## config.mk

```make
export PLATFORM = sky130hd
export DESIGN_NAME = tpcm_front
export DESIGN_NICKNAME = d
export VERILOG_FILES = /design/src/rtl/touch_point_coordinate_mapper_defines.svh /design/src/rtl/tpcm_pkg.sv /design/src/rtl/tpcm_front.sv
export SDC_FILE = /design/constraint.sdc
export NUM_CORES = 1
export LEC_CHECK = 0
export BUFFER_PORTS_ARGS = -buffer_cell sky130_fd_sc_hd__clkbuf_2
export CAP_MARGIN = 10
export CELL_PAD_IN_SITES_DETAIL_PLACEMENT = 1
export CELL_PAD_IN_SITES_GLOBAL_PLACEMENT = 2
export CORE_MARGIN = 3
export CORE_UTILIZATION = 11
export DETAILED_ROUTE_END_ITERATION = 16
export GPL_TIMING_DRIVEN = 0
export PLACE_DENSITY_LB_ADDON = 0.15
export SYNTH_ARGS = -nofsm -noshare
export SYNTH_HDL_FRONTEND = slang
export SYNTH_SLANG_ARGS = --single-unit
```

## constraint.sdc

```tcl
create_clock -name vclk -period 1.5
set_input_delay 0.225 -clock vclk [all_inputs]
set_output_delay 0.225 -clock vclk [all_outputs]
set_load 0.01 [all_outputs]
```

## src/rtl/touch_point_coordinate_mapper_defines.svh

```systemverilog
// Assertion macros shared by the touch point coordinate mapper RTL.
`ifndef TOUCH_POINT_COORDINATE_MAPPER_DEFINES_SVH
`define TOUCH_POINT_COORDINATE_MAPPER_DEFINES_SVH

// The condition must never be true outside reset.
`define TPCM_ASSERT_NEVER(name, clk, rst_n, expr, msg) \
	name: assert property (@(posedge clk) disable iff (!rst_n) !(expr)) \
		else $error(msg);

// When the trigger holds, the consequence must hold in the next cycle.
`define TPCM_ASSERT_NEXT(name, clk, rst_n, trig, cons, msg) \
	name: assert property (@(posedge clk) disable iff (!rst_n) (trig) |=> (cons)) \
		else $error(msg);

`endif

```

## src/rtl/tpcm_pkg.sv

```systemverilog
package tpcm_pkg;

	localparam int unsigned CFG_INDEX_W = 3;
	localparam int unsigned CFG_DATA_W  = 32;
	localparam int unsigned NUM_AXES    = 2;

	typedef enum logic [2:0] {
		REG_MODE_FLAGS    = 3'd0,
		REG_SCREEN_WIDTH  = 3'd1,
		REG_SCREEN_HEIGHT = 3'd2,
		REG_OFFSET_X      = 3'd3,
		REG_OFFSET_Y      = 3'd4,
		REG_CAL_X_BOUNDS  = 3'd5,
		REG_CAL_Y_BOUNDS  = 3'd6,
		REG_MAX_TOUCH_ID  = 3'd7
	} reg_idx_t;

	// Bit positions in the mode register; the y variant sits one above the x one.
	localparam int unsigned MODE_FLIP_X = 0;
	localparam int unsigned MODE_FIT_X  = 2;
	localparam int unsigned MODE_CAL    = 4;

	localparam logic [4:0] MODE_RESET   = 5'b01100;
	localparam logic [3:0] MAX_ID_RESET = 4'd1;

	typedef enum logic [1:0] {
		EV_DOWN     = 2'd0,
		EV_LIFT     = 2'd1,
		EV_CONTACT  = 2'd2,
		EV_RESERVED = 2'd3
	} event_t;

	localparam logic [1:0] STATE_DOWN    = 2'd1;
	localparam logic [1:0] STATE_CONTACT = 2'd2;
	localparam logic [1:0] STATE_LIFT    = 2'd3;

	localparam logic [3:0] MAX_FRAME_TOUCHES = 4'd2;

	// Native panel size per axis and the matching reciprocal, ceil(2^32 / size).
	// For dividends below 2^24 the product shifted right by 32 is the exact quotient.
	localparam logic [11:0] NATIVE_SIZE [NUM_AXES]  = '{12'd240, 12'd320};
	localparam logic [24:0] NATIVE_RECIP [NUM_AXES] = '{25'd17895698, 25'd13421773};
	localparam int unsigned RECIP_SHIFT = 32;
	localparam int unsigned FIT_QUO_W   = 17;

	// Calibration divider: numerator magnitude, denominator magnitude, quotient bits.
	localparam int unsigned CAL_NUM_W = 28;
	localparam int unsigned CAL_DEN_W = 16;
	localparam int unsigned CAL_QBITS = 12;

	typedef struct packed {
		logic [4:0]         mode;
		logic [11:0]        width;
		logic [11:0]        height;
		logic signed [12:0] off_x;
		logic signed [12:0] off_y;
		logic [31:0]        cal_x;
		logic [31:0]        cal_y;
		logic [3:0]         max_id;
	} cfg_t;

	typedef struct packed {
		logic [3:0]  id;
		logic [11:0] x;
		logic [11:0] y;
		logic [1:0]  state;
	} item_t;

	typedef struct packed {
		logic [3:0] id;
		logic [1:0] state;
	} tag_t;

endpackage

```

## src/rtl/tpcm_front.sv

```systemverilog
module tpcm_front (
	input  logic              in_valid,
	output logic              in_ready,
	input  logic [3:0]        touch_count,
	input  logic [3:0]        record_index,
	input  logic [7:0]        x_high_byte,
	input  logic [7:0]        x_low_byte,
	input  logic [7:0]        y_high_byte,
	input  logic [7:0]        y_low_byte,
	input  logic [3:0]        max_touch_id,
	input  logic              q_full,
	output logic              push,
	output tpcm_pkg::item_t   push_item
);

	tpcm_pkg::event_t ev;
	logic             ev_ok;
	logic [1:0]       state;
	logic             count_ok;
	logic             keep;

	assign ev = tpcm_pkg::event_t'(x_high_byte[7:6]);

	always_comb begin
		unique case (ev)
			tpcm_pkg::EV_DOWN: begin
				state = tpcm_pkg::STATE_DOWN;
				ev_ok = 1'b1;
			end
			tpcm_pkg::EV_CONTACT: begin
				state = tpcm_pkg::STATE_CONTACT;
				ev_ok = 1'b1;
			end
			tpcm_pkg::EV_LIFT: begin
				state = tpcm_pkg::STATE_LIFT;
				ev_ok = 1'b1;
			end
			tpcm_pkg::EV_RESERVED: begin
				state = tpcm_pkg::STATE_DOWN;
				ev_ok = 1'b0;
			end
		endcase
	end

	assign count_ok = (touch_count != 4'd0) && (touch_count <= tpcm_pkg::MAX_FRAME_TOUCHES);
	assign keep = count_ok && (record_index < touch_count) &&
		(y_high_byte[7:4] <= max_touch_id) && ev_ok;

	// Dropped records are still taken from the input; they just never enter the queue.
	assign in_ready = !q_full;
	assign push     = in_valid && in_ready && keep;

	assign push_item.id    = y_high_byte[7:4];
	assign push_item.x     = {x_high_byte[3:0], x_low_byte};
	assign push_item.y     = {y_high_byte[3:0], y_low_byte};
	assign push_item.state = state;

endmodule

```

==> run metrics, run 1 <==
PortBufs=between 50 and 60; Core Footprint=0.003826 sq mm; final antenna-violating net count=0; Die Area=around 0.005 sq mm; vias in the first global route=551; WL per Instance=8.730 microns; outcome=completed; crit path buf inv count=3; Syn Inst Count=63; crit start category=input port; cell taking the most area after synthesis=buf_4; initial antenna violation count=0; fin cells=between 150 and 200; Starting Density=0.1197; Max Clk Rate=685.4 MHz; Setup TNS=0 ns; Hold-fix buffers, CTS=0; Area contributors post-synth=buf_4, ha_1, inv_1; worst slew pin tran=0.2031 ns; Crit Path Max Fanout=2; final hold violations=0; via count=between 500 and 600; Crit-path slowest cell=ha_4; peak supply drop=roughly 77 uV; pin count of the biggest net entering global routing=3; Synth Warn #=0; Worst path top cell family by delay=simple AND/OR/NAND/NOR gates; P&R area growth vs syn=93.99%; Iter 0 DRT Violations=6; CP startpoint=max_touch_id[1]; share of cells above drive strength 1=0.8087; Req. time, crit path=1.27 ns; # rows=22; final period demand of the worst path=1.459 ns; grt ovf=0; detailed-route wire length=1423 microns; Filler Cells Inserted=495; # DRC=0; Clock Power Share=0; CP max stage delay=0.19 ns; nets@finish=172; Critical Path AT=1.23 ns; mapped cell area=457.9 sq um; crit end category=primary output; PwrDens=about 270 mW/mm^2; post-synth cell types=12; register area=0 sq um; min-delay worst type=in2out; hpwl dp=about 1400 microns; hold_ws=0.6375 ns; max_slew headroom=0.8636; hold_sp=x_low_byte[7]; RSZ-0062 raised after global routing=true; Die H=roughly 70 microns; Flop pwr share=0; PnR worst setup slack=0.04092 ns; switching share of power=0.4231; number of clock buffers in the layout=0; Synth Area per Inst=7.269 sq um; P_leak=0.5114 nW; first-pass GRT wire length=2180 microns; Synthesized Nets=around 120; top-area cell type share of the netlist area=0.4590; Total Routing Usage GR=0.04993; Max-cap violations=0; Pre-Repair DR Iteration Count=2; critical setup path kind=in2out; seq_cells=0; pre-CTS setup slack=-0.1996 ns; Max Slew Vio Count=0; Placer Congestion=approximately 0.7; Via density=3.417; io pins=78; register area share after synthesis=0; Psw=0.0001023 W; P_int=0.0001395 W; worst hold path depth=2; final worst path period share=0.9727; Placed Cells=163; cell chain of the critical path=buf_6 -> inv_4 -> ha_4 -> nor2b_4 -> o21ai_2 -> a21oi_2 -> nor4_2 -> buf_2; WHS Endpoint=push_item[21]; Antenna diodes=0; area taken by multi-input logic gates=299.0 sq um; combinational share of power=1.000; Die X=70.52 microns; endpoints failing setup=0
synth_stat cells:
| master | number |
|---|---|
| a21oi_1 | 2 |
| nor4_2 | 2 |
| nand4_1 | 2 |
| ha_1 | 9 |
| nand2_1 | 2 |
| o21ai_0 | 2 |
| nor2b_1 | 1 |
| nand2b_1 | 1 |
| buf_4 | 28 |
| inv_1 | 11 |
| nor2_1 | 2 |
| xnor2_1 | 1 |
kinds of logic after synthesis:
logic type,after synthesis,synth area share
buffers and inverters,39,0.5492
and+or+nand+nor,10,0.1421
adders and majority gates,9,0.2459
AOI/OAI and AO/OA,4,0.04372
xor gates and xnor gates,1,0.01913
routing by layer:
layer | up-vias | track usage | share of wire
li1 | 275 | - | -
met1 | 230 | 0.05683 | 0.34
met2 | 52 | 0.1008 | 0.50
met3 | 0 | 0.008633 | 0.15
met4 | 0 | 0 | 0
met5 | - | 0 | 0
area by class of cell:
type | instances | share of cell area
buffer | 28 | 0.2366
tap | 48 | 0.06761
inverter | 11 | 0.04930
multi-input combinational | 24 | 0.3366
timing repair buffer | 52 | 0.3099
placed cells by master (no fill, tap or decap):
cell / Yosys / layout
a21oi_2: 0 / 2
buf_2: 0 / 1
buf_4: 28 / 28
buf_6: 0 / 1
clkbuf_2: 0 / 49
clkbuf_8: 0 / 1
ha_1: 9 / 3
ha_2: 0 / 1
ha_4: 0 / 5
inv_1: 11 / 10
inv_4: 0 / 1
nand2_1: 2 / 2
nand2b_1: 1 / 1
nand4_1: 2 / 2
nor2_1: 2 / 2
nor2b_4: 0 / 1
nor4_2: 2 / 1
nor4_4: 0 / 1
o21ai_1: 0 / 1
o21ai_2: 0 / 1
xnor2_1: 1 / 1
worst max-delay path by stage:
stage          endpoint  slack [ns]  depth (start not counted)
3_3_place_gp       push       -0.19                          7
5_1_grt            push       -0.04                          8
3_5_place_dp       push       -0.20                          7
6_report           push        0.04                          8
2_1_floorplan      push        0.06                          6
4_1_cts            push       -0.06                          7
through the flow:
step	total power, W	cell area, sq um	utilization
finish	0.0002418	888.4	0.2322
detailed placement	0.0002084	778.2	0.2034
global route	0.0002696	888.4	0.2322
CTS	0.0002248	827.0	0.2162
floorplan	0.0001233	457.9	-
global placement	0.0002056	778.2	0.2034
what timing repair did:
| item | CTS | global route |
|---|---|---|
| resized for setup | 9 | 10 |
| setup buffers | 0 | 0 |
| endpoints found under the setup margin | 1 | 1 |
| pin swaps | 5 | 6 |
power by group through the flow:
stage,registers [W],logic (W),clock network (W)
floorplan,0,0.000123,0
global placement,0,0.000206,0
finish,0,0.000242,0
detailed placement,0,0.000208,0
global route,0,0.000270,0
CTS,0,0.000225,0
(Power assumes the default switching activity.)
==> run 2, diff against run 1 <==
ABC_CLOCK_PERIOD_IN_PS = 1500   (was not set)
RECOVER_POWER = 25   (was not set)
==> run metrics, run 2 (synthesis gave the netlist of run 1 again) <==
max_slew headroom=0.8636 (unchanged); crit path buf inv count=3 (unchanged); first-pass GRT wire length=2180 microns (unchanged); Clock Power Share=0 (about the same); pin count of the biggest net entering global routing=3 (unchanged); register area=0 sq um (unchanged); Worst path top cell family by delay=simple AND/OR/NAND/NOR gates (unchanged); P_leak=0.4906 nW (was 0.5114 nW); Max Slew Vio Count=0 (unchanged); RSZ-0062 raised after global routing=true (unchanged); PortBufs=52 (unchanged); min-delay worst type=in2out (unchanged); crit end category=primary output (unchanged); crit start category=input port (unchanged); Via density=3.454 (was 3.417); Crit-path slowest cell=ha_4 (unchanged); Pre-Repair DR Iteration Count=2 (unchanged); Core Footprint=0.003826 sq mm (unchanged); final period demand of the worst path=1.459 ns (unchanged); Crit Path Max Fanout=2 (unchanged); worst slew pin tran=0.2031 ns (unchanged); CP max stage delay=0.19 ns (about the same); Iter 0 DRT Violations=6 (unchanged); cell chain of the critical path=buf_6 -> inv_4 -> ha_4 -> nor2b_4 -> o21ai_2 -> a21oi_2 -> nor4_2 -> buf_2 (unchanged); Max Clk Rate=685.4 MHz (unchanged); final worst path period share=0.9727 (unchanged); critical setup path kind=in2out (unchanged); combinational share of power=1.000 (about the same); PnR worst setup slack=0.04092 ns (unchanged); number of clock buffers in the layout=0 (unchanged); Total Routing Usage GR=0.04993 (unchanged); WL per Instance=8.669 microns (was 8.730 microns); peak supply drop=76.59 uV (was 76.67 uV); Flop pwr share=0 (about the same); Antenna diodes=0 (unchanged); most frequent cells in the layout=clkbuf_2, buf_4, inv_1, clkbuf_1, ha_4 (was clkbuf_2, buf_4, inv_1, ha_4, ha_1); total power=0.0002390 W (was 0.0002418 W); final antenna-violating net count=0 (unchanged); P&R area growth vs syn=92.08% (was 93.99%); Setup TNS=0 ns (unchanged); grt ovf=0 (unchanged); io pins=78 (unchanged); Die X=70.52 microns (unchanged); Req. time, crit path=1.27 ns (about the same); nets@finish=172 (unchanged); Die Area=0.004973 sq mm (unchanged); fin cells=163 (unchanged); Hold-fix buffers, CTS=0 (unchanged); # DRC=0 (unchanged); P_int=0.0001370 W (was 0.0001395 W); PwrDens=271.8 mW/mm^2 (was 272.2 mW/mm^2); # rows=22 (unchanged); outcome=completed (unchanged); pre-CTS setup slack=-0.1996 ns (unchanged); detailed-route wire length=1413 microns (was 1423 microns); final hold violations=0 (unchanged); switching share of power=0.4271 (was 0.4231); Placer Congestion=0.6893 (unchanged); Placed Cells=163 (unchanged); Final Util=0.2299 (was 0.2322); Die H=70.52 microns (unchanged); Psw=0.0001021 W (was 0.0001023 W); via count=563 (was 557); endpoints failing setup=0 (unchanged); initial antenna violation count=0 (unchanged); Critical Path AT=1.23 ns (about the same); most common cell after layout, fill and taps aside=clkbuf_2 (unchanged); hpwl dp=1365 microns (unchanged); share of cells above drive strength 1=0.7478 (was 0.8087); Starting Density=0.1197 (unchanged); Max-cap violations=0 (unchanged); seq_cells=0 (unchanged); vias in the first global route=551 (unchanged)
[run 2: metrics by stage]
stage / area [sq um] / hold slack, ns
3_3_place_gp: 778.2 / 0.6408
3_5_place_dp: 778.2 / 0.6393
5_1_grt: 879.6 / 0.6441
2_1_floorplan: 457.9 / 0.4935
6_report: 879.6 / 0.6380
4_1_cts: 827.0 / 0.6393
[run 2: routing by layer]
layer | GRT usage | part of all wire | wire length (microns)
met1 | 0.05683 | 0.33 | 469
met2 | 0.1008 | 0.51 | 720
met3 | 0.008633 | 0.16 | 222
met4 | 0 | 0 | 0
met5 | 0 | 0 | 0
[run 2: timing repair]
item | in CTS | in global routing
endpoints found under the setup margin | 1 | 1
gates resized for setup | 9 | 10
buffers inserted | 0 | 0
endpoints found under the hold margin | 0 | 0
pin swaps | 5 | 6
[run 2: area by class of cell]
type	count	area (sq um)
Buffer	28	210.2
Fill cell	497	2947
Inverter	11	43.79
Multi-Input combinational cell	24	299.0
Tap cell	48	60.06
Timing Repair Buffer	52	266.5
[run 2: final timing paths]
kind	start	end	slack [ns]	cells after the start
hold / removal	x_low_byte[7]	push_item[21]	0.64	2
setup / recovery	max_touch_id[1]	push	0.04	8
[run 2: power by group through the flow]
| stage | Clock [W] | Combinational (W) | Sequential (W) |
|---|---|---|---|
| 2_1_floorplan | 0 | 0.000123 | 0 |
| 3_3_place_gp | 0 | 0.000206 | 0 |
| 3_5_place_dp | 0 | 0.000208 | 0 |
| 4_1_cts | 0 | 0.000225 | 0 |
| 5_1_grt | 0 | 0.000267 | 0 |
| 6_report | 0 | 0.000239 | 0 |
