==> src/rtl/touch_point_coordinate_mapper_defines.svh <==
// Assertion macros shared by the touch point coordinate mapper RTL.
`ifndef TOUCH_POINT_COORDINATE_MAPPER_DEFINES_SVH
`define TOUCH_POINT_COORDINATE_MAPPER_DEFINES_SVH

// The condition must never be true outside reset.
`define TPCM_ASSERT_NEVER(name, clk, rst_n, expr, msg) \
	name: assert property (@(posedge clk) disable iff (!rst_n) !(expr)) \
		else $error(msg);

// When the trigger holds, the consequence must hold in the next cycle.
`define TPCM_ASSERT_NEXT(name, clk, rst_n, trig, cons, msg) \
	name: assert property (@(posedge clk) disable iff (!rst_n) (trig) |=> (cons)) \
		else $error(msg);

`endif

==> src/rtl/tpcm_pkg.sv <==
package tpcm_pkg;

	localparam int unsigned CFG_INDEX_W = 3;
	localparam int unsigned CFG_DATA_W  = 32;
	localparam int unsigned NUM_AXES    = 2;

	typedef enum logic [2:0] {
		REG_MODE_FLAGS    = 3'd0,
		REG_SCREEN_WIDTH  = 3'd1,
		REG_SCREEN_HEIGHT = 3'd2,
		REG_OFFSET_X      = 3'd3,
		REG_OFFSET_Y      = 3'd4,
		REG_CAL_X_BOUNDS  = 3'd5,
		REG_CAL_Y_BOUNDS  = 3'd6,
		REG_MAX_TOUCH_ID  = 3'd7
	} reg_idx_t;

	// Bit positions in the mode register; the y variant sits one above the x one.
	localparam int unsigned MODE_FLIP_X = 0;
	localparam int unsigned MODE_FIT_X  = 2;
	localparam int unsigned MODE_CAL    = 4;

	localparam logic [4:0] MODE_RESET   = 5'b01100;
	localparam logic [3:0] MAX_ID_RESET = 4'd1;

	typedef enum logic [1:0] {
		EV_DOWN     = 2'd0,
		EV_LIFT     = 2'd1,
		EV_CONTACT  = 2'd2,
		EV_RESERVED = 2'd3
	} event_t;

	localparam logic [1:0] STATE_DOWN    = 2'd1;
	localparam logic [1:0] STATE_CONTACT = 2'd2;
	localparam logic [1:0] STATE_LIFT    = 2'd3;

	localparam logic [3:0] MAX_FRAME_TOUCHES = 4'd2;

	// Native panel size per axis and the matching reciprocal, ceil(2^32 / size).
	// For dividends below 2^24 the product shifted right by 32 is the exact quotient.
	localparam logic [11:0] NATIVE_SIZE [NUM_AXES]  = '{12'd240, 12'd320};
	localparam logic [24:0] NATIVE_RECIP [NUM_AXES] = '{25'd17895698, 25'd13421773};
	localparam int unsigned RECIP_SHIFT = 32;
	localparam int unsigned FIT_QUO_W   = 17;

	// Calibration divider: numerator magnitude, denominator magnitude, quotient bits.
	localparam int unsigned CAL_NUM_W = 28;
	localparam int unsigned CAL_DEN_W = 16;
	localparam int unsigned CAL_QBITS = 12;

	typedef struct packed {
		logic [4:0]         mode;
		logic [11:0]        width;
		logic [11:0]        height;
		logic signed [12:0] off_x;
		logic signed [12:0] off_y;
		logic [31:0]        cal_x;
		logic [31:0]        cal_y;
		logic [3:0]         max_id;
	} cfg_t;

	typedef struct packed {
		logic [3:0]  id;
		logic [11:0] x;
		logic [11:0] y;
		logic [1:0]  state;
	} item_t;

	typedef struct packed {
		logic [3:0] id;
		logic [1:0] state;
	} tag_t;

endpackage

==> src/rtl/tpcm_queue.sv <==
`include "touch_point_coordinate_mapper_defines.svh"

module tpcm_queue #(
	parameter int unsigned DEPTH = 4
) (
	input  logic            clk,
	input  logic            arst_n,
	input  logic            push,
	input  tpcm_pkg::item_t push_item,
	output logic            full,
	input  logic            pop,
	output logic            out_valid,
	output tpcm_pkg::item_t out_item
);

	localparam int unsigned PTR_W = $clog2(DEPTH);
	localparam int unsigned CNT_W = $clog2(DEPTH + 1);

	tpcm_pkg::item_t  mem_q [DEPTH];
	logic [PTR_W-1:0] wr_ptr_q;
	logic [PTR_W-1:0] rd_ptr_q;
	logic [CNT_W-1:0] count_q;

	assign full      = (count_q == CNT_W'(DEPTH));
	assign out_valid = (count_q != '0);
	assign out_item  = mem_q[rd_ptr_q];

	always_ff @(posedge clk) begin
		if (push) begin
			mem_q[wr_ptr_q] <= push_item;
		end
	end

	always_ff @(posedge clk or negedge arst_n) begin
		if (!arst_n) begin
			wr_ptr_q <= '0;
			rd_ptr_q <= '0;
			count_q  <= '0;
		end else begin
			if (push) begin
				wr_ptr_q <= (wr_ptr_q == PTR_W'(DEPTH - 1)) ? '0 : wr_ptr_q + 1'b1;
			end
			if (pop) begin
				rd_ptr_q <= (rd_ptr_q == PTR_W'(DEPTH - 1)) ? '0 : rd_ptr_q + 1'b1;
			end
			case ({push, pop})
				2'b10:   count_q <= count_q + 1'b1;
				2'b01:   count_q <= count_q - 1'b1;
				default: count_q <= count_q;
			endcase
		end
	end

	`TPCM_ASSERT_NEVER(a_count_bound, clk, arst_n, count_q > CNT_W'(DEPTH), "queue count overflow")
	`TPCM_ASSERT_NEXT(a_push_grows, clk, arst_n, push && !pop, count_q == $past(count_q) + 1'b1, "queue count did not grow on push")
	`TPCM_ASSERT_NEXT(a_pop_shrinks, clk, arst_n, pop && !push, count_q == $past(count_q) - 1'b1, "queue count did not shrink on pop")

endmodule

==> config.mk <==
export PLATFORM = sky130hd
export DESIGN_NAME = tpcm_queue
export DESIGN_NICKNAME = d
export VERILOG_FILES = /design/src/rtl/tpcm_pkg.sv /design/src/rtl/tpcm_queue.sv
export VERILOG_INCLUDE_DIRS = /design/src /design/src/rtl
export SDC_FILE = /design/constraint.sdc
export NUM_CORES = 1
export LEC_CHECK = 0
export BUFFER_PORTS_ARGS = -buffer_cell sky130_fd_sc_hd__buf_2
export CORE_AREA = 5 5 74 143
export CTS_BUF_LIST = sky130_fd_sc_hd__clkbuf_4 sky130_fd_sc_hd__clkbuf_8
export CTS_CLUSTER_SIZE = 16
export DETAILED_ROUTE_END_ITERATION = 7
export DIE_AREA = 0 0 79 148
export MAX_ROUTING_LAYER = met4
export PLACE_DENSITY = 0.71
export SLEW_MARGIN = 20
export SYNTH_ARGS = -nofsm -noshare
export SYNTH_HDL_FRONTEND = slang
export SYNTH_SLANG_ARGS = --single-unit
==> constraint.sdc <==
create_clock -name clk -period 1.6 [get_ports clk]
set_input_delay 0.08 -clock clk [delete_from_list [all_inputs] [get_ports clk]]
set_output_delay 0.08 -clock clk [all_outputs]
set_load 0.02 [all_outputs]
==> flow_summary_export.csv, run 1 <==
group,metric,value,unit
setup_path,cp.required,1.52,ns
setup_path,crit_path_start_kind,"register",
yosys,synth_area,4780,um2
grt,use_met2,28.4,%
grt,grt_usage,16.4,%
setup_path,r2r_slack,0.06,ns
die,ioPinCount,66,
detailed_routing,drt.antenna.violating_nets,0,
timing,maxSlewHeadroom,69.0,%
cts,clock_path_buffers,2,
yosys,synth_top_area_share,75.4,%
setup_path,crit_fanout,7,
detailed_routing,drt_iter0_drc,79,
cells_and_area,drive_above_1_share,44.5,%
detailed_routing,num_vias,2302,
timing,fin_crit_sh,116,%
detailed_routing,wl,8.52,mm
timing,worstMarginPinSlew,0.466,ns
detailed_routing,viasPerCell,5.30,
grt,grt_antenna_before_repair,0,
yosys,yosysWarnings,0,
cells_and_area,layout_common_cells,"120 x edfxtp_1, 34 x buf_2, 33 x dlygate4sd3_1, 33 x buf_6, 30 x mux4_2",
power_and_ir_drop,power_density,1800,nW/um2
die,die_x,79,um
grt,top_usage_layer,"met2",
placed_design,portBuffers,65,
setup_path,worstReg2RegStart,"rd_ptr_q[0]",
die,dieArea,11700,um2
timing,drv_slew,0,
grt,grt_pass1_vias,2622,
detailed_routing,drc,0,
die,start_util,51.3,%
grt,grt_overflow,0,
die,row_count,50,
yosys,synth_cell_types,19,
placed_design,dpl_worst_slack,-0.0286,ns
cts,cts_root_buf,"clkbuf_8",
yosys,synth.avg_cell_area,24.9,um2
hold_path,worstHoldPathType,"input pin to asynchronous set/reset pin",
setup_path,reg2reg_depth,6,
status,outcome,"finished with violations",
cells_and_area,syn2layout_area_growth,31.5,%
grt,grt_use_met1,17.0,%
cells_and_area,n_fill_cell,595,
cts,path_clk_slew,0.07,ns
timing,setup_ws,-0.262,ns
cts,clock_latency,0.41,ns
timing,rsz0062_at_grt,"yes",
yosys,seq_area_frac_synth,79.0,%
setup_path,r2r_end,"rd_ptr_q[1]",
cells_and_area,fin_nets,359,
cts,tritoncts,"yes",
placed_design,hpwlAfterDp,5.17,mm
power_and_ir_drop,p_leak,2.26,nW
yosys,synth_area_leaders,"edfxtp_1 75%, mux4_2 13%, dfrtp_1 3.7%",
cts,cts.sinks,127,
grt,grt_start_max_net_pins,31,
yosys,synth_fp_nets,233,
job,drv_cap,0,
die,dieHeight,148,um
setup_path,endpoint_kind,"output port",
grt,met3_usage,5.18,%
cts,cts_buffers,17,
timing,fmax,537,MHz
timing,finalCriticalPeriod,1.86,ns
power_and_ir_drop,ir_drop,1.11,mV
cells_and_area,layout_commonest_cell,"edfxtp_1",
detailed_routing,detail_route.wl_per_cell,19.6,um
timing,finalHoldViolCount,0,
yosys,ys_ff_latch,127,
cts,htree_levels,4,
grt,grt_pass1_wl,13.5,mm
yosys,syn_inst,192,
timing,finalSetupTns,-6.53,ns
timing,setup_violations,30,
status,failed_checks,"negative setup slack",
yosys,synth_top_cell_by_area,"edfxtp_1",
setup_path,path_class,"register to output port",
timing,skew,0.00745,ns
setup_path,crit_arrival,1.78,ns
placed_design,finalWeightedCongestion,0.730,
detailed_routing,drt-pass1-iter-count,4,
die,core,9320,um2
cells_and_area,n_antenna_cell,0,
-- cell families (layout without fill, tap and decap cells) --
family | after synthesis | after routing | share of synthesized area, %
xor gates and xnor gates | 3 | 3 | 0.550
buffers and inverters | 10 | 148 | 2.04
adders and majority gates | 7 | 7 | 1.99
and+or+nand+nor | 10 | 10 | 1.18
DFF | 127 | 127 | 79.0
muxes | 33 | 33 | 15.0
AOI/OAI and AO/OA | 2 | 2 | 0.209
-- synthesized netlist by cell type --
library cell  instances
dfrtp_1               7
buf_2                 3
mux4_2               28
mux2_2                3
or3_1                 2
ha_1                  6
xor2_1                1
xnor2_1               2
nand2_1               1
edfxtp_1            120
inv_1                 3
buf_12                3
nor2_1                2
fa_1                  1
and2_1                4
nor3b_1               1
buf_6                 1
o21ai_0               2
mux4_1                2
-- worst max path at each step --
stage                     start            to  slack (ns)  cells past startpoint
floorplan           wr_ptr_q[0]   mem_q[2][0]        0.16                      3
global placement    wr_ptr_q[1]  mem_q[3][18]      -0.001                      2
detailed placement  wr_ptr_q[1]  mem_q[3][18]       -0.03                      2
CTS                 rd_ptr_q[0]   out_item[0]       -0.27                      3
global route        rd_ptr_q[0]  out_item[11]       -0.35                      4
finish              rd_ptr_q[0]  out_item[22]       -0.26                      4
-- area by class of cell --
| type | count | area, um2 | share of cell area [%] |
|---|---|---|---|
| Timing Repair Buffer | 114 | 1110 | 17.7 |
| Inverter | 3 | 11.3 | 0.179 |
| Clock buffer | 20 | 256 | 4.08 |
| Tap cell | 104 | 130 | 2.07 |
| Clock inverter | 11 | 75.1 | 1.19 |
| Sequential cell | 127 | 3780 | 60.1 |
| Multi-Input combinational cell | 55 | 920 | 14.6 |
-- metal layers --
layer  share of wire, %  vias to the layer above
li1                   -                     1062
met1                 38                     1171
met2                 56                       61
met3                4.4                        8
met4                1.1                        0
met5                  0                        -
-- state kept, by name, summed over array words and instances (netlist names) --
register / cells
wr_ptr_q: 2
rd_ptr_q: 2
count_q: 3
mem_q: 120
-- timing repair --
action                                 in CTS  in global routing
endpoints found under the hold margin     131                  0
buffers inserted                            1                  3
resized for setup                           2                 67
cloned                                      0                  2
hold buffers                               33                  0
pin swaps                                   0                  1
setup endpoints to repair                  60                 31
-- report_power, final --
part / leakage, nW / switching (mW) / internal [mW] / total (mW)
Combinational: 0.897 / 2.08 / 2.41 / 4.48
Sequential: 1.18 / 0.196 / 4.28 / 4.48
Clock: 0.180 / 1.09 / 1.23 / 2.32
Total: 2.26 / 3.37 / 7.92 / 11.3
-- worst max-delay path: stages (launching register included) --
cell and delay [ns]:
dfrtp_2 0.43, buf_12 0.13, clkbuf_16 0.15, mux4_2 0.52, buf_6 0.15
-- stage by stage --
step | util, % | area (um2) | hold slack (ns) | std cells | power [mW]
detailed placement | 57.1 | 5320 | -0.0697 | 364 | 8.03
CTS | 64.2 | 5990 | 0.0112 | 429 | 10.5
floorplan | - | 4790 | -0.216 | 192 | 6.93
global route | 67.4 | 6280 | 0.0388 | 434 | 11.8
finish | 67.4 | 6280 | 0.0320 | 434 | 11.3
global placement | 57.1 | 5320 | -0.0758 | 364 | 7.97
No activity file was read; power rests on OpenSTA's default activity.
==> inputs of run 2 (changes only) <==
--- a/config.mk
+++ b/config.mk
@@ -7,13 +7,12 @@
 export NUM_CORES = 1
 export LEC_CHECK = 0
 export BUFFER_PORTS_ARGS = -buffer_cell sky130_fd_sc_hd__buf_2
-export CORE_AREA = 5 5 74 143
-export CTS_BUF_LIST = sky130_fd_sc_hd__clkbuf_4 sky130_fd_sc_hd__clkbuf_8
+export CORE_AREA = 5 5 72 139
 export CTS_CLUSTER_SIZE = 16
 export DETAILED_ROUTE_END_ITERATION = 7
-export DIE_AREA = 0 0 79 148
+export DIE_AREA = 0 0 77 144
 export MAX_ROUTING_LAYER = met4
-export PLACE_DENSITY = 0.71
+export PLACE_DENSITY = 0.76
 export SLEW_MARGIN = 20
 export SYNTH_ARGS = -nofsm -noshare
 export SYNTH_HDL_FRONTEND = slang
==> constraint.sdc (replaced) <==
create_clock -name clk -period 1.85 [get_ports clk]
set_input_delay 0.0925 -clock clk [delete_from_list [all_inputs] [get_ports clk]]
set_output_delay 0.0925 -clock clk [all_outputs]
set_load 0.02 [all_outputs]
==> flow_summary_export.csv, run 2 (synthesis gave the netlist of run 1 again) <==
group,metric,value,unit
setup_path,crit_slowest_cell,"mux4_2",
placed_design,portBuffers,65,
grt,grt_pass1_wl,13.6,mm
cells_and_area,fin_nets,361,
power_and_ir_drop,power_density,1660,nW/um2
grt,grt_start_max_net_pins,20,
hold_path,worstHoldPathType,"input pin to asynchronous set/reset pin",
power_and_ir_drop,seqPwrFrac,36.2,%
power_and_ir_drop,internal-power,7.67,mW
cts,htree_levels,4,
grt,grt_antenna_before_repair,0,
cells_and_area,final_cell_count_no_fill,434,
detailed_routing,num_vias,2359,
grt,grt_overflow,0,
timing,maxSlewHeadroom,80.4,%
power_and_ir_drop,ir_drop,1.11,mV
die,core,8890,um2
cells_and_area,layout_commonest_cell,"edfxtp_1",
power_and_ir_drop,clkPwrFrac,29.3,%
cts,clock_latency,0.40,ns
setup_path,crit_buf_inv,3,
power_and_ir_drop,power,10.7,mW
timing,finalCriticalPeriod,1.85,ns
cts,cts.sinks,127,
timing,skew,0.00696,ns
placed_design,hpwlAfterDp,5.37,mm
detailed_routing,detail_route.wl_per_cell,20.6,um
power_and_ir_drop,switching_power,3.02,mW
cells_and_area,n_antenna_cell,0,
cells_and_area,final_util,72.2,%
cts,path_clk_slew,0.05,ns
cts,cts_buffers,17,
detailed_routing,wl,8.95,mm
cells_and_area,layout_common_cells,"120 x edfxtp_1, 44 x buf_2, 33 x dlygate4sd3_1, 30 x mux4_2, 22 x buf_6",
setup_path,crit_fanout,6,
detailed_routing,drt-pass1-iter-count,4,
cts,clock_path_buffers,2,
cells_and_area,syn2layout_area_growth,34.3,%
timing,fin_crit_sh,99.8,%
grt,grt_usage,17.3,%
cells_and_area,multi_input_area,902,um2
die,die_x,77,um
timing,worstMarginPinSlew,0.294,ns
timing,fmax,541,MHz
cells_and_area,seq_area,3780,um2
die,start_util,53.8,%
die,dieArea,11100,um2
power_and_ir_drop,sw_frac_of_total,28.2,%
timing,rsz0062_at_grt,"yes",
timing,setup_ws,0.00278,ns
placed_design,dpl_worst_slack,0.329,ns
cells_and_area,top_register,"mem_q",
setup_path,reg2reg_depth,5,
cts,tritoncts,"yes",
grt,grt_pass1_vias,2606,
setup_path,crit_path_start_kind,"register",
setup_path,crit_arrival,1.75,ns
die,dieHeight,144,um
status,outcome,"complete, no violations",
setup_path,path_class,"register to output port",
die,row_count,49,
setup_path,crit_chain,"buf_12 -> buf_12 -> mux4_2 -> buf_6",
setup_path,cp_top_family,"multiplexers",
setup_path,endpoint_kind,"output port",
timing,finalHoldViolCount,0,
cells_and_area,drive_above_1_share,43.4,%
power_and_ir_drop,p_leak,2.34,nW
cts,cts_root_buf,"clkbuf_16",
timing,finalSetupTns,0,ns
cells_and_area,reg_top3,"mem_q (120), count_q (3)",
detailed_routing,drc,0,
cells_and_area,largest_register_ff_count,120,
setup_path,crit_path_max_incr_delay,0.55,ns
placed_design,dp_cells,364,
detailed_routing,drt_iter0_drc,144,
detailed_routing,viasPerCell,5.44,
job,drv_cap,0,
timing,setup_violations,0,
setup_path,cp.required,1.76,ns
setup_path,r2r_slack,0.33,ns
power_and_ir_drop,p_comb_share,34.5,%
die,ioPinCount,66,
setup_path,critPathMostFrequentCell,"buf_12",
cells_and_area,n_fill_cell,507,
timing,drv_slew,0,
detailed_routing,drt.antenna.violating_nets,0,
placed_design,finalWeightedCongestion,0.701,
setup_path,path_depth,4,
-- run 2: final timing paths --
path                          startpoint            to
max in group asynchronous         arst_n   rd_ptr_q[0]
setup reg to reg             rd_ptr_q[0]   rd_ptr_q[1]
hold reg to reg               count_q[2]    count_q[2]
min in group clk           push_item[26]  mem_q[2][26]
hold / removal                    arst_n    count_q[0]
setup / recovery             rd_ptr_q[0]  out_item[18]
-- run 2: metal layers --
metal / GRT usage [%] / part of all wire (%)
met5: - / 0
met4: 7.61 / 1.4
met3: 5.36 / 3.7
met2: 30.8 / 60
met1: 17.1 / 35
-- run 2: stage by stage --
step	instance area, um2	hold WS (ns)
after floorplan	4780	-0.203
after global placement	5280	-0.0640
after detailed placement	5280	-0.0639
after CTS	6180	0.0296
after global routing	6420	0.0620
final	6420	0.0462
-- run 2: layout make-up --
cell class	instances	area share [%]
inverters	3	0.175
clock inverters	10	1.87
repair buffers	116	16.2
multi-input cells	55	14.0
flip-flops and latches	127	58.9
well taps	102	1.99
clock buffers	21	6.86
-- run 2: power groups by stage --
stage | registers, mW | clock network (mW) | logic [mW]
2_1_floorplan | 3.88 | 0 | 2.12
3_3_place_gp | 3.89 | 0 | 2.88
3_5_place_dp | 3.92 | 0 | 2.91
4_1_cts | 3.87 | 3.19 | 3.00
5_1_grt | 3.91 | 3.31 | 3.92
6_report | 3.87 | 3.14 | 3.69
-- run 2: timing repair --
item,CTS,global route
setup buffers,0,2
cloned,0,4
resized for setup,2,47
pin swaps,0,0
endpoints found under the setup margin,14,26
hold endpoints to repair,131,0
hold buffers,33,0
==> inputs of run 3 (changes only) <==
--- a/config.mk
+++ b/config.mk
@@ -13,6 +13,7 @@
 export DIE_AREA = 0 0 77 144
 export MAX_ROUTING_LAYER = met4
 export PLACE_DENSITY = 0.76
+export REMOVE_ABC_BUFFERS = 1
 export SLEW_MARGIN = 20
 export SYNTH_ARGS = -nofsm -noshare
 export SYNTH_HDL_FRONTEND = slang
==> flow_summary_export.csv, run 3 (synthesis gave the netlist of run 1 again) <==
group,metric,value,unit
power_and_ir_drop,ir_drop,1.21,mV
detailed_routing,drt.antenna.violating_nets,0,
cts,path_clk_slew,0.05,ns
cells_and_area,final_cell_count_no_fill,433,
setup_path,cp.required,1.76,ns
timing,drv_slew,0,
die,row_count,49,
cts,cts_buffers,17,
cells_and_area,final_util,72.0,%
timing,worstMarginPinSlew,0.815,ns
setup_path,path_class,"register to output port",
power_and_ir_drop,p_leak,2.32,nW
cells_and_area,multi_input_area,902,um2
setup_path,crit_arrival,1.74,ns
cells_and_area,n_fill_cell,500,
setup_path,endpoint_kind,"output port",
timing,setup_violations,0,
status,outcome,"complete, no violations",
placed_design,portBuffers,65,
cells_and_area,fin_nets,359,
cts,tritoncts,"yes",
cells_and_area,layout_common_cells,"120 x edfxtp_1, 43 x buf_2, 33 x dlygate4sd3_1, 30 x mux4_2",
cells_and_area,largest_register_ff_count,120,
die,start_util,53.8,%
cts,cts.sinks,127,
cells_and_area,reg_top3,"mem_q (120), count_q (3)",
cts,htree_levels,4,
cells_and_area,drive_above_1_share,43.8,%
setup_path,crit_path_start_kind,"register",
cells_and_area,layout_commonest_cell,"edfxtp_1",
detailed_routing,detail_route.wl_per_cell,21.4,um
die,core,8890,um2
detailed_routing,drc,0,
cells_and_area,seq_area,3780,um2
grt,grt_pass1_wl,13.8,mm
timing,fin_crit_sh,99.2,%
timing,finalHoldViolCount,0,
die,ioPinCount,66,
detailed_routing,viasPerCell,5.45,
timing,whs,0.0500,ns
timing,finalCriticalPeriod,1.84,ns
timing,finalSetupTns,0,ns
hold_path,worstHoldPathType,"input pin to asynchronous set/reset pin",
cts,clock_path_buffers,2,
grt,grt_start_max_net_pins,31,
grt,grt_usage,17.6,%
cells_and_area,syn2layout_area_growth,33.9,%
grt,grt_overflow,0,
power_and_ir_drop,power_density,1680,nW/um2
die,die_x,77,um
timing,fmax,545,MHz
grt,grt_antenna_before_repair,0,
timing,rsz0062_at_grt,"yes",
detailed_routing,drt-pass1-iter-count,4,
timing,skew,0.00701,ns
detailed_routing,wl,9.26,mm
die,dieHeight,144,um
timing,maxSlewHeadroom,45.7,%
detailed_routing,num_vias,2360,
grt,grt_pass1_vias,2557,
detailed_routing,drt_iter0_drc,121,
placed_design,dp_cells,362,
placed_design,finalWeightedCongestion,0.727,
cts,clock_latency,0.40,ns
die,dieArea,11100,um2
cells_and_area,top_register,"mem_q",
cells_and_area,n_antenna_cell,0,
cts,cts_root_buf,"clkbuf_16",
setup_path,crit_fanout,6,
job,drv_cap,0,
==> run 3: changes by cell type in the layout (fill, tap and decap cells not counted), sizes merged <==
| cell | change |
|---|---|
| buf | -2 |
| clkbuf | -2 |
| clkinvlp | +3 |
==> run 3: power breakdown <==
part	internal [mW]	total [mW]	switching, mW
clock network	2.09	3.21	1.11
logic	1.86	3.69	1.82
registers	3.71	3.87	0.160
==> run 3: final cells by class <==
cell class	count	share of cell area, %
well taps	102	1.99
inverters	3	0.176
clock inverters	13	2.29
multi-input cells	55	14.1
clock buffers	19	6.76
flip-flops and latches	127	59.0
repair buffers	114	15.7
==> run 3: timing repair <==
item / in CTS / in global routing
endpoints found under the hold margin: 131 / 0
setup buffers: 0 / 2
setup endpoints to repair: 11 / 30
gates cloned: 0 / 4
resized for setup: 1 / 49
hold buffers: 33 / 0
==> run 3: per-layer routing <==
layer | part of all wire (%) | GRT usage, % | routed length (um) | vias up
li1 | - | - | - | 1062
met1 | 37 | 18.9 | 3450 | 1222
met2 | 57 | 30.5 | 5300 | 68
met3 | 4.2 | 4.55 | 386 | 8
met4 | 1.3 | 7.88 | 117 | 0
met5 | 0 | - | 0 | -
==> run 3: per-stage QoR <==
step                instance area (um2)  total power [mW]  setup WS (ns)
floorplan                          4690              5.80         -0.385
global placement                   5240              6.73          0.240
detailed placement                 5240              6.81          0.215
CTS                                6150              10.1        -0.0351
global route                       6400              11.2        -0.0410
finish                             6400              10.8         0.0139
==> run 3: final timing paths <==
check / startpoint / end / slack, ns / depth (start not counted)
worst max-delay path: rd_ptr_q[0] / out_item[22] / 0.01 / 4
worst min-delay path: arst_n / count_q[2] / 0.05 / 2
worst max register to register: wr_ptr_q[0] / mem_q[3][29] / 0.22 / 2
worst min register to register: count_q[2] / count_q[2] / 0.48 / 1
max in group asynchronous: arst_n / rd_ptr_q[0] / 1.62 / 2
min in group clk: push_item[10] / mem_q[0][10] / 0.44 / 2
==> run 3: worst max-delay path, cell delays in order (launching register included) <==
cell and delay [ns]:
dfrtp_2 0.37, buf_12 0.15, buf_12 0.13, mux4_2 0.54, buf_6 0.16
